**config.mk**
```make
export PLATFORM = sky130hd
export DESIGN_NAME = varint_group_codec
export DESIGN_NICKNAME = d
export VERILOG_FILES = /design/src/design/vgc_pkg.sv /design/src/design/vgc_enc.sv /design/src/design/vgc_dec.sv /design/src/design/varint_group_codec.sv
export SDC_FILE = /design/constraint.sdc
export NUM_CORES = 1
export LEC_CHECK = 0
export ABC_CLOCK_PERIOD_IN_PS = 8750
export BUFFER_PORTS_ARGS = -buffer_cell sky130_fd_sc_hd__buf_2
export CORE_MARGIN = 4
export CORE_UTILIZATION = 30
export CTS_BUF_LIST = sky130_fd_sc_hd__clkbuf_8
export DETAILED_ROUTE_END_ITERATION = 7
export PLACE_DENSITY = 0.52
export REMOVE_ABC_BUFFERS = 1
export SLEW_MARGIN = 0
export SYNTH_ARGS = -nofsm -noshare
export SYNTH_HDL_FRONTEND = slang
export SYNTH_SLANG_ARGS = --single-unit
export TNS_END_PERCENT = 1
```
**constraint.sdc**
```tcl
create_clock -name clk -period 8.75 [get_ports clk]
set_input_delay 1.3125 -clock clk [delete_from_list [all_inputs] [get_ports clk]]
set_output_delay 1.3125 -clock clk [all_outputs]
set_load 0.01 [all_outputs]
```
**src/design/vgc_pkg.sv**
```systemverilog
// ----------------------------------------------------------------------------
// vgc_pkg - shared types and constants of the varint group codec
// Result kinds, operation codes and the result word handed between blocks.
// ----------------------------------------------------------------------------
`default_nettype none

package vgc_pkg;

	localparam int VALUE_W = 64;
	localparam logic [7:0] MARK_TOP = 8'h80;

	typedef enum logic {
		OP_DECODE = 1'b0,
		OP_ENCODE = 1'b1
	} op_t;

	typedef enum logic [1:0] {
		KIND_BYTE     = 2'd0,
		KIND_VALUE    = 2'd1,
		KIND_BAD_MARK = 2'd2,
		KIND_OVERFLOW = 2'd3
	} kind_t;

	typedef struct packed {
		kind_t              kind;
		logic [7:0]         data_byte;
		logic [VALUE_W-1:0] value;
		logic               last;
	} result_t;

	typedef struct packed {
		logic busy;   // holding an encode
		logic valid;  // a byte word is on offer
	} enc_stat_t;

endpackage

`default_nettype wire

```
**src/design/vgc_enc.sv**
```systemverilog
// ----------------------------------------------------------------------------
// vgc_enc - byte-serial encoder
// Sizes the value, offers the marker byte, then shifts the big-endian
// payload out of a byte-wide shift register, one byte per taken word.
// ----------------------------------------------------------------------------
`default_nettype none

module vgc_enc #(
	parameter int GROUP_BYTES = 4,
	parameter int VALUE_BYTES = 8
) (
	input  wire logic                        clk,
	input  wire logic                        arst_n,
	input  wire logic                        start,
	input  wire logic [vgc_pkg::VALUE_W-1:0] value,
	input  wire logic                        take,
	output vgc_pkg::enc_stat_t               stat,
	output vgc_pkg::result_t                 res
);

	localparam int VW = 8 * VALUE_BYTES;
	localparam int LW = $clog2(8 * GROUP_BYTES + 1);

	typedef enum logic [2:0] {
		E_IDLE  = 3'b001,
		E_MARK  = 3'b010,
		E_BYTES = 3'b100
	} enc_state_t;

	enc_state_t    state_q;
	logic [VW-1:0] val_q;
	logic [3:0]    groups_q;
	logic [LW-1:0] cnt_q;

	logic [3:0]    sig;
	logic [3:0]    groups_d;
	logic [LW-1:0] len;
	logic [3:0]    skip;
	logic [VW-1:0] aligned;
	logic [7:0]    mark;
	logic          in_value_part;

	// significant bytes, then whole groups
	always_comb begin
		sig = 4'd1;
		for (int i = 0; i < VALUE_BYTES; i++) begin
			if (value[8*i +: 8] != 8'h00) begin
				sig = 4'(i + 1);
			end
		end
		groups_d = '0;
		for (int k = 0; k < 8; k++) begin
			if (int'(sig) > k * GROUP_BYTES) begin
				groups_d = groups_d + 4'd1;
			end
		end
	end

	// payload alignment: top byte of the register becomes the first sent
	always_comb begin
		len  = LW'(int'(groups_q) * GROUP_BYTES);
		skip = (len < LW'(VALUE_BYTES)) ? 4'(VALUE_BYTES - int'(len)) : 4'd0;
		aligned = val_q;
		for (int j = 0; j < VALUE_BYTES; j++) begin
			if (int'(skip) == j) begin
				aligned = val_q << (8 * j);
			end
		end
		mark = vgc_pkg::MARK_TOP >> (groups_q - 4'd1);
	end

	assign in_value_part = (cnt_q < LW'(VALUE_BYTES));

	always_comb begin
		res.kind  = vgc_pkg::KIND_BYTE;
		res.value = '0;
		if (state_q == E_MARK) begin
			res.data_byte = mark;
			res.last      = 1'b0;
		end else begin
			res.data_byte = in_value_part ? val_q[VW-1 -: 8] : 8'h00;
			res.last      = (cnt_q == '0);
		end
	end

	assign stat.busy  = (state_q != E_IDLE);
	assign stat.valid = (state_q == E_MARK) || (state_q == E_BYTES);

	always_ff @(posedge clk or negedge arst_n) begin
		if (!arst_n) begin
			state_q <= E_IDLE;
		end else begin
			unique case (state_q)
				E_IDLE: begin
					if (start) state_q <= E_MARK;
				end
				E_MARK: begin
					if (take) state_q <= E_BYTES;
				end
				E_BYTES: begin
					if (take && cnt_q == '0) state_q <= E_IDLE;
				end
				default: state_q <= E_IDLE;
			endcase
		end
	end

	always_ff @(posedge clk) begin
		unique case (state_q)
			E_IDLE: begin
				if (start) begin
					val_q    <= value[VW-1:0];
					groups_q <= groups_d;
				end
			end
			E_MARK: begin
				if (take) begin
					val_q <= aligned;
					cnt_q <= len - LW'(1);
				end
			end
			E_BYTES: begin
				if (take) begin
					if (in_value_part) val_q <= val_q << 8;
					cnt_q <= cnt_q - LW'(1);
				end
			end
			default: ;
		endcase
	end

endmodule

`default_nettype wire

```
**src/design/vgc_dec.sv**
```systemverilog
// ----------------------------------------------------------------------------
// vgc_dec - byte-serial decoder
// Reads preamble and marker, then shifts payload bytes into an accumulator.
// ----------------------------------------------------------------------------
`default_nettype none

module vgc_dec #(
	parameter int GROUP_BYTES = 4,
	parameter int VALUE_BYTES = 8
) (
	input  wire logic       clk,
	input  wire logic       arst_n,
	input  wire logic       step,
	input  wire logic [7:0] in_byte,
	output logic            res_valid,
	output vgc_pkg::result_t res
);

	localparam int VW = 8 * VALUE_BYTES;

	logic          in_payload_q;
	logic          zero_seen_q;  // any zero preamble byte means overflow
	logic [3:0]    left_q;
	logic [VW-1:0] acc_q;

	logic [VW-1:0] acc_next;
	logic          multi;
	logic          fits;
	logic [3:0]    mark_left;
	logic          overflow;

	always_comb begin
		acc_next  = (acc_q << 8) | VW'(in_byte);
		multi     = ((in_byte & (in_byte - 8'd1)) != 8'h00);
		fits      = 1'b0;
		mark_left = '0;
		for (int i = 0; i < 8; i++) begin
			if (in_byte == (vgc_pkg::MARK_TOP >> i)) begin
				fits      = ((i + 1) * GROUP_BYTES <= VALUE_BYTES);
				mark_left = 4'((i + 1) * GROUP_BYTES);
			end
		end
		overflow = zero_seen_q || !fits;
	end

	always_comb begin
		res_valid     = 1'b0;
		res.kind      = vgc_pkg::KIND_VALUE;
		res.data_byte = 8'h00;
		res.value     = '0;
		res.last      = 1'b1;
		if (step) begin
			if (in_payload_q) begin
				res_valid = (left_q == 4'd1);
				res.value = vgc_pkg::VALUE_W'(acc_next);
			end else if (in_byte != 8'h00) begin
				res_valid = multi || overflow;
				res.kind  = multi ? vgc_pkg::KIND_BAD_MARK : vgc_pkg::KIND_OVERFLOW;
			end
		end
	end

	always_ff @(posedge clk or negedge arst_n) begin
		if (!arst_n) begin
			in_payload_q <= 1'b0;
			zero_seen_q  <= 1'b0;
			left_q       <= '0;
		end else if (step) begin
			if (in_payload_q) begin
				left_q <= left_q - 4'd1;
				if (left_q == 4'd1) in_payload_q <= 1'b0;
			end else if (in_byte == 8'h00) begin
				zero_seen_q <= 1'b1;
			end else begin
				zero_seen_q <= 1'b0;
				if (!multi && !overflow) begin
					in_payload_q <= 1'b1;
					left_q       <= mark_left;
				end
			end
		end
	end

	always_ff @(posedge clk) begin
		if (step) begin
			if (in_payload_q) acc_q <= acc_next;
			else              acc_q <= '0;
		end
	end

endmodule

`default_nettype wire

```
**src/design/varint_group_codec.sv**
```systemverilog
// ----------------------------------------------------------------------------
// varint_group_codec - self-sized unsigned integer codec
// Encodes a value into marker and big-endian payload bytes, and decodes a
// byte stream back into values, with bad-marker and overflow reporting.
// ----------------------------------------------------------------------------
//
//  channel | signals                                   | moves
//  --------+-------------------------------------------+-----------------------
//  in      | in_valid in_ready operation in_byte       | one word: a wire byte
//          | in_value                                  | or a value to encode
//  out     | out_valid out_ready kind out_byte         | one word: a byte, a
//          | out_value last                            | value or an error
//
//  Decode: one input word a cycle unless the output stalls or an encode runs;
//  a result lands in the output register at the edge the word is taken.
//  Encode: the value is sized as it is taken, then the marker goes out and
//  len = groups * GROUP_BYTES payload bytes follow, one a cycle out of the
//  encoder's byte-wide shift register unless the output stalls. No input is
//  taken meanwhile. Reset clears the decoder back to preamble and empties the
//  output register. A stalled output holds its word; input is taken only when
//  the output register is empty or being emptied.
// ----------------------------------------------------------------------------
`default_nettype none

module varint_group_codec #(
	parameter int GROUP_BYTES = 4,
	parameter int VALUE_BYTES = 8
) (
	input  wire logic                        clk,
	input  wire logic                        arst_n,
	input  wire logic                        in_valid,
	output logic                             in_ready,
	input  wire logic                        operation,
	input  wire logic [7:0]                  in_byte,
	input  wire logic [vgc_pkg::VALUE_W-1:0] in_value,
	output logic                             out_valid,
	input  wire logic                        out_ready,
	output logic [1:0]                       kind,
	output logic [7:0]                       out_byte,
	output logic [vgc_pkg::VALUE_W-1:0]      out_value,
	output logic                             last
);

	vgc_pkg::enc_stat_t enc_stat;
	vgc_pkg::result_t   enc_res;
	vgc_pkg::result_t   dec_res;
	vgc_pkg::result_t   out_q;
	logic               dec_valid;
	logic               out_valid_q;

	logic slot_free;   // output register empty or draining this cycle
	logic in_accept;
	logic enc_start;
	logic dec_step;
	logic enc_take;

	assign slot_free = !out_valid_q || out_ready;
	assign in_ready  = !enc_stat.busy && slot_free;
	assign in_accept = in_valid && in_ready;
	assign enc_start = in_accept && (operation == vgc_pkg::OP_ENCODE);
	assign dec_step  = in_accept && (operation == vgc_pkg::OP_DECODE);
	// encoder words only move once it owns the slot
	assign enc_take  = enc_stat.valid && slot_free;

	vgc_enc #(
		.GROUP_BYTES(GROUP_BYTES),
		.VALUE_BYTES(VALUE_BYTES)
	) u_enc (
		.clk   (clk),
		.arst_n(arst_n),
		.start (enc_start),
		.value (in_value),
		.take  (enc_take),
		.stat  (enc_stat),
		.res   (enc_res)
	);

	vgc_dec #(
		.GROUP_BYTES(GROUP_BYTES),
		.VALUE_BYTES(VALUE_BYTES)
	) u_dec (
		.clk      (clk),
		.arst_n   (arst_n),
		.step     (dec_step),
		.in_byte  (in_byte),
		.res_valid(dec_valid),
		.res      (dec_res)
	);

	// output register: decoder and encoder never offer in the same cycle
	always_ff @(posedge clk or negedge arst_n) begin
		if (!arst_n) begin
			out_valid_q <= 1'b0;
		end else if (slot_free) begin
			out_valid_q <= dec_valid || enc_take;
		end
	end

	always_ff @(posedge clk) begin
		if (dec_valid) begin
			out_q <= dec_res;
		end else if (enc_take) begin
			out_q <= enc_res;
		end
	end

	assign out_valid = out_valid_q;
	assign kind      = out_q.kind;
	assign out_byte  = out_q.data_byte;
	assign out_value = out_q.value;
	assign last      = out_q.last;

	// an encode always starts by offering its marker
	a_enc_starts: assert property (@(posedge clk) disable iff (!arst_n)
		enc_start |=> enc_stat.valid)
		else $error("encoder not offering after start");

	// the final payload byte frees the encoder
	a_enc_ends: assert property (@(posedge clk) disable iff (!arst_n)
		(enc_take && enc_res.last) |=> !enc_stat.busy)
		else $error("encoder still busy after its last byte");

	// decoder results and errors are single words, always flagged last
	a_single_last: assert property (@(posedge clk) disable iff (!arst_n)
		(out_valid_q && out_q.kind != vgc_pkg::KIND_BYTE) |-> out_q.last)
		else $error("non-byte word without last");

	// the decoder never produces an encoded byte word
	a_dec_kind: assert property (@(posedge clk) disable iff (!arst_n)
		dec_valid |-> (dec_res.kind != vgc_pkg::KIND_BYTE))
		else $error("decoder produced a byte word");

endmodule

`default_nettype wire

```
==> flow_metrics.env <==
export IMPL_synth_top_cell_by_area="edfxtp_1"
export IMPL_cts_resized=0
export IMPL_post_route_period_util=0.433
export IMPL_register_area_mm2=0.00632
export IMPL_clockBufferDepth=3
export IMPL_fp_dieW_um=183
export IMPL_fin_setup_tns_ps=0
export IMPL_hold_class="reg -> reg"
export IMPL_vias=5701
export IMPL_worstHoldPathCells=2
export IMPL_synth_edf_count=196
export IMPL_grt_max_degree=67
export IMPL_finalSetupViolations=0
export IMPL_final_fill_count=2899
export IMPL_p_seq_frac=0.526
export IMPL_status="finished clean"
export IMPL_end_kind="register"
export IMPL_htreeDepth=2
export IMPL_dp_cells=1161
export IMPL_antenna_found_initial=0
export IMPL_cts_sinks=215
export IMPL_gp_congestion=0.761
export IMPL_cts_setup_buffers=0
export IMPL_start_util=0.306
export IMPL_switching_share=0.252
export IMPL_multiInputGateArea_mm2=0.00265
export IMPL_route_detailed_drc=0
export IMPL_drv_slew=0
export IMPL_p_clk_frac=0.372
export IMPL_ys_top_cells_by_area="edfxtp_1 (64%), and2_1 (11%), a221o_1 (3.5%)"
export IMPL_fin_total_pwr_uw=2420
export IMPL_min_period_ps=3790
export IMPL_wirelength_mm=20.3
export IMPL_viasPerCell=4.63
export IMPL_final_cells=1232
export IMPL_port_buffers=153
export IMPL_grt_busiest_layer="met2"
export IMPL_synth_cell_area_mm2=0.00916
export IMPL_grt_setup_unrepaired="no"
export IMPL_maxSlewHeadroom=0.268
export IMPL_cts_made_buffers=40
export IMPL_ys_ff_latch=215
export IMPL_p_sw_uw=611
export IMPL_crit_type="in -> reg"
export IMPL_synth_top_area_share=0.643
export IMPL_drt_iter0_markers=267
export IMPL_intPower_uw=1810
export IMPL_drt_pass1_iterations=4
export IMPL_track_usage=0.118
export IMPL_insertion_delay_ps=530
export IMPL_grt_pass1_wl_mm=31.8
export IMPL_grt_ovfl_total=0
export IMPL_combPwrFrac=0.102
export IMPL_critical_path_arrival_ps=3940
export IMPL_dpl_hpwl_mm=13.1
export IMPL_worstMarginPinSlew_ps=1090
export IMPL_fmax_mhz=264
export IMPL_cts_hold_buf=0
export IMPL_tritoncts="yes"
export IMPL_powerDensity_mw_per_mm2=219
export IMPL_max_cap_violations=0
export IMPL_skew_ps=30.5
export IMPL_synth_ff_type="edfxtp_1"
export IMPL_async_flop_share=0.0465
export IMPL_grt_use_met1=0.169
export IMPL_detail_route_wl_per_cell_um=16.5
export IMPL_cp_max_fo=66
export IMPL_met2_usage=0.175
export IMPL_p_leak_uw=0.00426
export IMPL_seq_area_frac_synth=0.690
export IMPL_root_buffer="clkbuf_8"
export IMPL_gr_usage_met3=0.0359
export IMPL_grt_pass1_vias=5784
export IMPL_area_growth_pct=20.8
export IMPL_fin_ws_ps=4960
export IMPL_syn_avg_cell_area_um2=14.0
export IMPL_drive_gt1_frac=0.273
export IMPL_dp_slack_ps=4370
export IMPL_irDropWorstVdd_mv=0.0996
export IMPL_rows=63
export IMPL_critPathLaunchType="input port"
export IMPL_design_core_area_mm2=0.0299
export IMPL_clk_pin_slew_ps=60
export IMPL_die_area_mm2=0.0334
export IMPL_ff2ff_path_depth=7
export IMPL_fp_dieH_um=183
export IMPL_ys_warnings_count=0
export IMPL_hold_viol_final=0
export IMPL_antenna_left=0
export IMPL_diodes=0
export IMPL_synth_cell_type_count=61
export IMPL_ios=154
export IMPL_nets=899
export IMPL_worst_ep_required_time_ps=8900
export IMPL_synth_cells=652
stage by stage:
stage,util,area [um2],hold slack [ps]
2_1_floorplan,-,8990,493
3_3_place_gp,0.345,10300,461
3_5_place_dp,0.345,10300,468
4_1_cts,0.370,11100,483
5_1_grt,0.370,11100,524
6_report,0.370,11100,487
final cells by class:
| type | instances | share of cell area |
|---|---|---|
| Tap cell | 390 | 0.0441 |
| Clock buffer | 43 | 0.0535 |
| Multi-Input combinational cell | 385 | 0.240 |
| Inverter | 12 | 0.00407 |
| Sequential cell | 215 | 0.571 |
| Timing Repair Buffer | 159 | 0.0733 |
| Clock inverter | 28 | 0.0140 |
cell usage after synthesis (all sizes together) (3+ instances only):
cell type	number
xor2	4
a22o	24
buf	5
nand3	9
a31oi	5
edfxtp	196
inv	11
nand2b	5
and2	162
and3	4
nand2	15
nor3	12
clkbuf	36
nor4	13
ha	9
a21oi	8
or3	3
dfrtp	9
xnor2	5
o21ai	4
a221o	32
o41ai	3
o21a	4
a221oi	4
or2	3
nor2	22
dfxtp	9
cell families after synthesis:
group,Yosys count,share of synthesized area
mux,2,0.00219
flops,215,0.690
other cells,2,0.000820
fa+ha+maj,11,0.0145
xor+xnor,9,0.00861
buf+inv,53,0.0234
simple gates,263,0.171
compound gates,97,0.0901
path summary, 6_finish.rpt:
path	from	end	slack, ps
hold reg to reg	out_byte[7]	out_byte[7]	490
setup / recovery	operation	out_value[22]	4960
setup reg to reg	u_enc.state_q[2]	out_value[22]	5260
max in group asynchronous	arst_n	u_enc.state_q[0]	7840
min in group asynchronous	arst_n	u_enc.state_q[2]	650
hold / removal	out_byte[7]	out_byte[7]	490
critical path: stages:
cell and delay [ps]:
buf_2 100, or2_2 310, or3_4 360, inv_2 50
buf_4 620, nand3_1 300, nand2_2 120, buf_4 670
metal layers:
layer	vias up	part of all wire
met1	2712	0.48
met3	34	0.081
met2	199	0.42
li1	2756	-
met4	0	0.018
met5	-	0
cell usage in the layout, fill, tap and decap left out, types with 5 or more instances in the layout:
master    instances
ha_1              9
nand3_1           9
a21oi_1           7
inv_1            24
a31oi_1           5
a22o_1           24
clkinv_1          7
clkinv_2          5
and2_1          159
a221o_1          32
nor4_1           13
edfxtp_1        196
nand2_1          13
dfxtp_1           9
clkbuf_8         43
dfrtp_1           9
xnor2_1           5
nor3_1           12
nand2b_1          5
buf_4             6
buf_2           153
nor2_1           21
sequential cells by signal (all words and copies together) (netlist names):
name,cells
out_byte,8
u_enc.val_q,64
u_enc.groups_q,4
u_dec.acc_q,56
out_valid,1
kind,2
out_value,64
u_dec.in_payload_q,1
u_dec.zero_seen_q,1
u_dec.left_q,4
u_enc.state_q,3
last,1
u_enc.cnt_q,6
power groups by stage:
stage / registers [uW] / clock network (uW) / logic, uW
after global placement: 1300 / 0 / 250
after global routing: 1280 / 988 / 276
after CTS: 1280 / 935 / 253
after detailed placement: 1300 / 0 / 252
final: 1270 / 901 / 247
after floorplan: 1310 / 0 / 117
No activity file was read; power rests on OpenSTA's default activity.
